$ cat src/sv/dcpq_pkg.sv
package dcpq_pkg;

	localparam int QUEUE_DEPTH = 16;
	localparam int ID_W = 32;
	localparam int IDX_W = (QUEUE_DEPTH > 1) ? $clog2(QUEUE_DEPTH) : 1;
	localparam int CNT_W = $clog2(QUEUE_DEPTH + 1);
	localparam int ACT_W = 2;
	localparam int STAT_W = 3;
	localparam int CNTO_W = 5;

	localparam logic [ACT_W-1:0] ACT_ADD = 2'd0;
	localparam logic [ACT_W-1:0] ACT_REMOVE = 2'd1;
	localparam logic [ACT_W-1:0] ACT_PLAY = 2'd2;

	localparam logic [STAT_W-1:0] ST_ADDED = 3'd0;
	localparam logic [STAT_W-1:0] ST_DUP = 3'd1;
	localparam logic [STAT_W-1:0] ST_FULL = 3'd2;
	localparam logic [STAT_W-1:0] ST_REMOVED = 3'd3;
	localparam logic [STAT_W-1:0] ST_NOTFOUND = 3'd4;
	localparam logic [STAT_W-1:0] ST_PLAYED = 3'd5;
	localparam logic [STAT_W-1:0] ST_EMPTY = 3'd6;

	typedef struct packed {
		logic [ID_W-1:0] song_id;
		logic [ACT_W-1:0] action;
	} cmd_t;

	typedef struct packed {
		logic [CNTO_W-1:0] entry_count;
		logic current_valid;
		logic [ID_W-1:0] current_id;
		logic [ID_W-1:0] played_id;
		logic [STAT_W-1:0] status;
	} result_t;

endpackage

$ cat src/sv/dcpq_engine.sv
module dcpq_engine
	import dcpq_pkg::*;
(
	input logic clk,
	input logic arst_n,
	input logic start,
	input cmd_t cmd,
	input logic res_ready,
	output logic idle,
	output logic done,
	output result_t res
);

	localparam logic [3:0] S_IDLE = 4'd0;
	localparam logic [3:0] S_SCAN_RD = 4'd1;
	localparam logic [3:0] S_SCAN_CMP = 4'd2;
	localparam logic [3:0] S_APPEND = 4'd3;
	localparam logic [3:0] S_SH_RD = 4'd4;
	localparam logic [3:0] S_SH_WR = 4'd5;
	localparam logic [3:0] S_RM_FIN = 4'd6;
	localparam logic [3:0] S_PLAY_RD = 4'd7;
	localparam logic [3:0] S_PLAY_WT = 4'd8;
	localparam logic [3:0] S_CUR_RD = 4'd9;
	localparam logic [3:0] S_CUR_WT = 4'd10;

	logic [ID_W-1:0] ids_q [QUEUE_DEPTH];
	logic [ID_W-1:0] rdata_q;

	logic [3:0] state_q;
	logic [ACT_W-1:0] act_q;
	logic [ID_W-1:0] id_q;
	logic [IDX_W-1:0] idx_q;
	logic [IDX_W-1:0] pos_q;
	logic [IDX_W-1:0] cursor_q;
	logic [CNT_W-1:0] count_q;
	logic cur_valid_q;
	logic [STAT_W-1:0] status_q;
	logic [ID_W-1:0] played_q;

	logic [IDX_W-1:0] raddr;
	logic we;
	logic [IDX_W-1:0] waddr;
	logic [ID_W-1:0] wdata;
	logic [CNT_W-1:0] idx_nx;
	logic [CNT_W-1:0] cur_nx;
	logic [CNT_W-1:0] cnt_dec;

	assign idx_nx = CNT_W'(idx_q) + CNT_W'(1);
	assign cur_nx = CNT_W'(cursor_q) + CNT_W'(1);
	assign cnt_dec = count_q - CNT_W'(1);

	always_comb begin
		case (state_q)
			S_SH_RD: raddr = IDX_W'(idx_nx);
			S_PLAY_RD, S_CUR_RD, S_CUR_WT: raddr = cursor_q;
			default: raddr = idx_q;
		endcase
	end

	always_comb begin
		we = 1'b0;
		waddr = idx_q;
		wdata = rdata_q;
		case (state_q)
			S_APPEND: begin
				we = 1'b1;
				waddr = IDX_W'(count_q);
				wdata = id_q;
			end
			S_SH_WR: begin
				we = 1'b1;
			end
			default: begin
				we = 1'b0;
			end
		endcase
	end

	always_ff @(posedge clk) begin
		if (we) begin
			ids_q[waddr] <= wdata;
		end
		rdata_q <= ids_q[raddr];
	end

	always_ff @(posedge clk or negedge arst_n) begin
		if (!arst_n) begin
			state_q <= S_IDLE;
			count_q <= '0;
			cursor_q <= '0;
			cur_valid_q <= 1'b0;
			act_q <= '0;
			id_q <= '0;
			idx_q <= '0;
			pos_q <= '0;
			status_q <= '0;
			played_q <= '0;
		end else begin
			case (state_q)
				S_IDLE: begin
					if (start) begin
						act_q <= cmd.action;
						id_q <= cmd.song_id;
						played_q <= '0;
						idx_q <= '0;
						case (cmd.action)
							ACT_ADD: begin
								state_q <= (count_q == '0) ? S_APPEND : S_SCAN_RD;
							end
							ACT_REMOVE: begin
								if (count_q == '0) begin
									status_q <= ST_NOTFOUND;
									state_q <= S_CUR_RD;
								end else begin
									state_q <= S_SCAN_RD;
								end
							end
							ACT_PLAY: begin
								if (cur_valid_q) begin
									state_q <= S_PLAY_RD;
								end else begin
									status_q <= ST_EMPTY;
									state_q <= S_CUR_RD;
								end
							end
							default: begin
								status_q <= ST_NOTFOUND;
								state_q <= S_CUR_RD;
							end
						endcase
					end
				end
				S_SCAN_RD: begin
					state_q <= S_SCAN_CMP;
				end
				S_SCAN_CMP: begin
					if (rdata_q == id_q) begin
						if (act_q == ACT_ADD) begin
							status_q <= ST_DUP;
							state_q <= S_CUR_RD;
						end else begin
							pos_q <= idx_q;
							state_q <= (idx_nx < count_q) ? S_SH_RD : S_RM_FIN;
						end
					end else if (idx_nx == count_q) begin
						if (act_q == ACT_ADD) begin
							if (count_q == CNT_W'(QUEUE_DEPTH)) begin
								status_q <= ST_FULL;
								state_q <= S_CUR_RD;
							end else begin
								state_q <= S_APPEND;
							end
						end else begin
							status_q <= ST_NOTFOUND;
							state_q <= S_CUR_RD;
						end
					end else begin
						idx_q <= IDX_W'(idx_nx);
						state_q <= S_SCAN_RD;
					end
				end
				S_APPEND: begin
					count_q <= count_q + CNT_W'(1);
					if (!cur_valid_q) begin
						cursor_q <= '0;
						cur_valid_q <= 1'b1;
					end
					status_q <= ST_ADDED;
					state_q <= S_CUR_RD;
				end
				S_SH_RD: begin
					state_q <= S_SH_WR;
				end
				S_SH_WR: begin
					if ((idx_nx + CNT_W'(1)) < count_q) begin
						idx_q <= IDX_W'(idx_nx);
						state_q <= S_SH_RD;
					end else begin
						state_q <= S_RM_FIN;
					end
				end
				S_RM_FIN: begin
					count_q <= cnt_dec;
					if (cur_valid_q && cursor_q == pos_q) begin
						if (cnt_dec == '0) begin
							cursor_q <= '0;
							cur_valid_q <= 1'b0;
						end else if (CNT_W'(pos_q) >= cnt_dec) begin
							cursor_q <= '0;
						end
					end else if (cur_valid_q && pos_q < cursor_q) begin
						cursor_q <= cursor_q - IDX_W'(1);
					end
					status_q <= ST_REMOVED;
					state_q <= S_CUR_RD;
				end
				S_PLAY_RD: begin
					state_q <= S_PLAY_WT;
				end
				S_PLAY_WT: begin
					played_q <= rdata_q;
					cursor_q <= (cur_nx >= count_q) ? '0 : IDX_W'(cur_nx);
					status_q <= ST_PLAYED;
					state_q <= S_CUR_RD;
				end
				S_CUR_RD: begin
					state_q <= S_CUR_WT;
				end
				S_CUR_WT: begin
					if (res_ready) begin
						state_q <= S_IDLE;
					end
				end
				default: begin
					state_q <= S_IDLE;
				end
			endcase
		end
	end

	assign idle = (state_q == S_IDLE);
	assign done = (state_q == S_CUR_WT) && res_ready;

	always_comb begin
		res.status = status_q;
		res.played_id = played_q;
		res.current_id = cur_valid_q ? rdata_q : '0;
		res.current_valid = cur_valid_q;
		res.entry_count = CNTO_W'(count_q);
	end

	a_cursor_in_list: assert property (@(posedge clk) disable iff (!arst_n)
		cur_valid_q |-> (CNT_W'(cursor_q) < count_q))
		else $error("cursor points past the last entry");

	a_valid_iff_nonempty: assert property (@(posedge clk) disable iff (!arst_n)
		(count_q == '0) == !cur_valid_q)
		else $error("cursor valid flag disagrees with entry count");

	a_count_bound: assert property (@(posedge clk) disable iff (!arst_n)
		count_q <= CNT_W'(QUEUE_DEPTH))
		else $error("entry count exceeds queue depth");

	a_count_step: assert property (@(posedge clk) disable iff (!arst_n)
		(state_q == S_IDLE) |=> (count_q == $past(count_q)))
		else $error("entry count changed while idle");

endmodule

$ cat src/sv/dedup_cyclic_play_queue.sv
// Play next reads the entry at the cursor, advances the cursor (wrapping to the first entry)
// and then reads the new current entry for the result. Add and remove compare the stored
// entries in order, and remove then shifts each later entry down one place; both end by
// reading the current entry. The engine takes a new item only when idle, after the last result
// has gone to the output register, where it waits while the next item is accepted.
// Reset empties the list and clears the cursor at once; the id store itself is not cleared.
module dedup_cyclic_play_queue
	import dcpq_pkg::*;
(
	input logic clk,
	input logic arst_n,
	input logic s_tvalid,
	output logic s_tready,
	input logic [39:0] s_tdata, // action[1:0], song_id[33:2], zero[39:34]
	output logic m_tvalid,
	input logic m_tready,
	output logic [79:0] m_tdata // status, played_id, current_id, current_valid, entry_count, zero
);

	cmd_t cmd;
	result_t res;
	logic eng_idle;
	logic eng_done;
	logic res_ready;
	logic m_tvalid_q;
	result_t m_res_q;

	assign cmd.action = s_tdata[ACT_W-1:0];
	assign cmd.song_id = s_tdata[ACT_W+ID_W-1:ACT_W];
	assign s_tready = eng_idle;
	assign res_ready = !m_tvalid_q || m_tready;

	dcpq_engine u_engine (
		.clk(clk),
		.arst_n(arst_n),
		.start(s_tvalid && s_tready),
		.cmd(cmd),
		.res_ready(res_ready),
		.idle(eng_idle),
		.done(eng_done),
		.res(res)
	);

	always_ff @(posedge clk or negedge arst_n) begin
		if (!arst_n) begin
			m_tvalid_q <= 1'b0;
		end else if (eng_done) begin
			m_tvalid_q <= 1'b1;
		end else if (m_tready) begin
			m_tvalid_q <= 1'b0;
		end
	end

	always_ff @(posedge clk) begin
		if (eng_done) begin
			m_res_q <= res;
		end
	end

	assign m_tvalid = m_tvalid_q;
	assign m_tdata = {7'd0, m_res_q};

endmodule
$ cat config.mk
export PLATFORM = sky130hd
export DESIGN_NAME = dedup_cyclic_play_queue
export DESIGN_NICKNAME = d
export VERILOG_FILES = /design/src/sv/dcpq_pkg.sv /design/src/sv/dcpq_engine.sv /design/src/sv/dedup_cyclic_play_queue.sv
export SDC_FILE = /design/constraint.sdc
export NUM_CORES = 1
export LEC_CHECK = 0
export BUFFER_PORTS_ARGS = -buffer_cell sky130_fd_sc_hd__clkbuf_2
export CORE_MARGIN = 2
export CORE_UTILIZATION = 55
export CTS_CLUSTER_SIZE = 20
export DETAILED_ROUTE_END_ITERATION = 16
export GPL_ROUTABILITY_DRIVEN = 0
export GPL_TIMING_DRIVEN = 0
export PLACE_DENSITY_LB_ADDON = 0.12
export SYNTH_ARGS = -nofsm -noshare
export SYNTH_HDL_FRONTEND = slang
export SYNTH_HIERARCHICAL = 1
export SYNTH_SLANG_ARGS = --single-unit
$ cat constraint.sdc
create_clock -name clk -period 3.3 [get_ports clk]
set_input_delay 0.33 -clock clk [delete_from_list [all_inputs] [get_ports clk]]
set_output_delay 0.33 -clock clk [all_outputs]
set_load 0.05 [all_outputs]
==> flow_summary.json <==
{
  "fin_ws_ns": 0.0117,
  "grt_first_pass_wirelength_um": 121000,
  "leading_cell_types_by_count_after_synthesis": "edfxtp_1 (585), nand2_1 (443), and3_1 (131)",
  "sequentialPowerShare": 0.348,
  "p_leak_nw": 13.0,
  "tritoncts.num_buffers": 73,
  "relSlewSlack": 0.264,
  "synthTopCellsByArea": "edfxtp_1 (60%), dfrtp_1 (7.9%), nand2_1 (5.7%)",
  "drt_drc_violations_left": 0,
  "slew_viol_final": 0,
  "rsz0062_at_grt": "yes",
  "synth_cell_type_count": 77,
  "timing_worst_slew_pin_value_ns": 1.10,
  "ff2ff_setup_slack_ns": 0.01,
  "worst_setup_path_endpoint": "u_engine/rdata_q[7]",
  "critical_path.startpoint": "u_engine/idx_q[0]",
  "synth_mux_area_frac": 0.0205,
  "area_growth_pct": 20.1,
  "min-delay-start": "m_tready",
  "avgRoutedWirePerCell_um": 26.0,
  "p_int_w": 0.0225,
  "timing.critical_path.fanout_max": 10,
  "simple_logic_cell_fraction_of_the_synthesized_area": 0.129,
  "synthesized_area_per_cell_sq_um": 13.6,
  "holdWs_ns": 0.0257,
  "preCtsSetupSlack_ns": -0.854,
  "synth_fa_ha_area_frac": 0.0132,
  "reg2reg_from": "u_engine/idx_q[0]",
  "synth_largest_area_cell": "edfxtp_1",
  "placement.io_buffers": 112,
  "worst-r2r-cell-count": 12,
  "maximum_vdd_ir_drop_mv": 0.652,
  "cellPowerDensity_nw_per_um2": 1080,
  "vias": 19740,
  "floorplan.initialDensity": 0.556,
  "pin_count_of_the_biggest_net_entering_global_routing": 75,
  "regToRegEndpoint": "u_engine/rdata_q[7]",
  "post_route_cells_drive_above_1_share": 0.225,
  "synth-seq-cells": 709,
  "synth.most_common_cell": "edfxtp_1",
  "routed_via_density": 6.19,
  "final_hold_violation_count": 0,
  "cts_root_buffer": "clkbuf_16",
  "critical_path_arrival_ns": 3.76,
  "net-switching-power_w": 0.0155,
  "postRouteWirelength_um": 82700,
  "final_nets": 2515,
  "crit_path_start_kind": "register",
  "drv.max_cap_violation_count": 0,
  "power.share.switching": 0.408,
  "synth_compound_gate_area_share": 0.0958,
  "synth_flop_cell": "edfxtp_1",
  "via_count_of_the_first_global_routing_pass": 19234,
  "floorplan.io_pins": 126,
  "clkLatencyLatePin_ns": 0.61,
  "finalSetupViolCount": 0,
  "grt.total_usage": 0.294,
  "die_area_sq_um": 55100,
  "min_period_ns": 3.29,
  "dr.first_iter.drc_count": 2641,
  "cts.clk_slew.worst_paths_ns": 0.06,
  "async_flop_share": 0.130,
  "cts_tree": "yes",
  "hold_path_class": "primary input to register",
  "cts.sinks": 709,
  "finalCritPeriodShare": 0.996,
  "synth_enable_flop_cells": 585,
  "outcome": "completed",
  "grt_antenna_before_repair": 2,
  "cts-root-to-sink-buffers": 3,
  "yosys_synthesis_warning_count": 6,
  "post-dp-hpwl_um": 56000,
  "h-tree-depth": 3,
  "dieHeight_um": 235,
  "ant_nets": 0,
  "synth-seq-area-share": 0.700,
  "finClkSkew_ns": 0.0260,
  "synth_top_family_by_area": "simple AND/OR/NAND/NOR gates",
  "cp_data_required_time_ns": 3.77,
  "detailedRoute.firstPassIterationCount": 5,
  "post_synth_instance_area_sq_um": 29300,
  "critical_path.endpoint_type": "register",
  "area_share_of_the_largest_cell_type_after_synthesis": 0.600,
  "grt-ovfl-total": 0,
  "clock.fmax_mhz": 304,
  "chipWidth_um": 235,
  "clockPowerShare": 0.214,
  "synthCells": 2159,
  "yosys.area_share.xor_xnor": 0.0132,
  "combPwrFrac": 0.439,
  "criticalPathCategory": "register to register",
  "rows": 84,
  "design.core.area_sq_um": 52700
}
[power by group through the flow]
stage | sequential [W] | combinational [W] | clock [W]
global placement | 0.0134 | 0.0142 | 0
floorplan | 0.0132 | 0.00912 | 0
CTS | 0.0132 | 0.0153 | 0.00822
global route | 0.0133 | 0.0177 | 0.00859
finish | 0.0132 | 0.0167 | 0.00812
detailed placement | 0.0134 | 0.0146 | 0
[stage by stage]
stage          area [sq um]   util  instances  setup TNS [ns]  power, W
2_1_floorplan         29300      -       2165         -100.27    0.0224
3_3_place_gp          30700  0.584       2965        -1094.29    0.0275
3_5_place_dp          31300  0.594       2982         -270.39    0.0280
4_1_cts               34600  0.656       3175         -0.0172    0.0367
5_1_grt               35200  0.668       3186          -0.260    0.0396
6_report              35200  0.668       3187               0    0.0380
[metal layers]
layer | routed length (um) | GRT usage
met1 | 33500 | 0.418
met2 | 38000 | 0.457
met3 | 8840 | 0.0638
met4 | 2410 | 0.0928
met5 | 0 | 0
[state kept, by name, indices dropped and copies added (netlist names), 2 cells and up]
| name | flops |
|---|---|
| m_tdata | 73 |
| u_engine/act_q | 2 |
| u_engine/count_q | 5 |
| u_engine/cursor_q | 4 |
| u_engine/id_q | 32 |
| u_engine/ids_q | 512 |
| u_engine/idx_q | 4 |
| u_engine/played_q | 32 |
| u_engine/pos_q | 4 |
| u_engine/rdata_q | 32 |
| u_engine/state_q | 4 |
| u_engine/status_q | 3 |
[cell type report]
type / count / area, sq um
Sequential cell: 709 / 20500
Fill cell: 3688 / 17500
Multi-Input combinational cell: 1278 / 8610
Clock buffer: 100 / 2020
Timing Repair Buffer: 200 / 1810
Buffer: 159 / 966
Tap cell: 688 / 861
Clock inverter: 33 / 329
Inverter: 19 / 75.1
Antenna cell: 1 / 2.50
[timing repair]
action / 4_1_cts / 5_1_grt
gates cloned: 0 / 1
setup buffers: 27 / 10
hold buffers: 33 / 0
resized for setup: 59 / 176
endpoints found under the setup margin: 964 / 1023
hold endpoints to repair: 61 / 0
pin swaps: 18 / 25
[cells by family after synthesis]
family | count (synthesis)
other | 1
XOR/XNOR | 44
AND/OR/NAND/NOR | 791
flip-flops | 709
AO/OA/AOI/OAI | 351
multiplexers | 54
adder cells (fa/ha/maj) | 31
buffers and inverters | 178
[worst min-delay path by stage]
stage / depth (start not counted) / slack (ns) / to
finish: 3 / 0.03 / m_tvalid
global route: 3 / 0.02 / m_tvalid
CTS: 3 / 0.002 / m_tvalid
detailed placement: 1 / 0.35 / u_engine/status_q[0]
global placement: 0 / 0.43 / m_tdata[3]
floorplan: 0 / 0.03 / m_tvalid
[critical path: stages, from the launching register on]
cell and delay, ns:
dfrtp_1 0.38, buf_6 0.14, clkinvlp_4 0.12, ha_4 0.29
or4bb_4 0.47, a21oi_4 0.21, o41ai_4 0.10, buf_6 0.19
clkbuf_16 0.18, buf_12 0.15, a211oi_4 0.26, a311oi_1 0.10
or4_1 0.55
[placed cells by master, fill, tap and decap left out, drive strengths merged, types with 17 or more instances in the layout]
master       count
o21ai           22
a21oi           17
mux2            45
edfxtp         585
dfxtp           32
dfrtp           92
clkinv          22
or4             31
nor2            35
buf            133
ha              31
inv             19
nand2          443
a211oi         125
clkbuf         293
nand3           43
xnor2           41
and3           131
and2            36
a311oi         125
dlygate4sd3     33
Note: power is estimated with default switching activity, not from simulation.
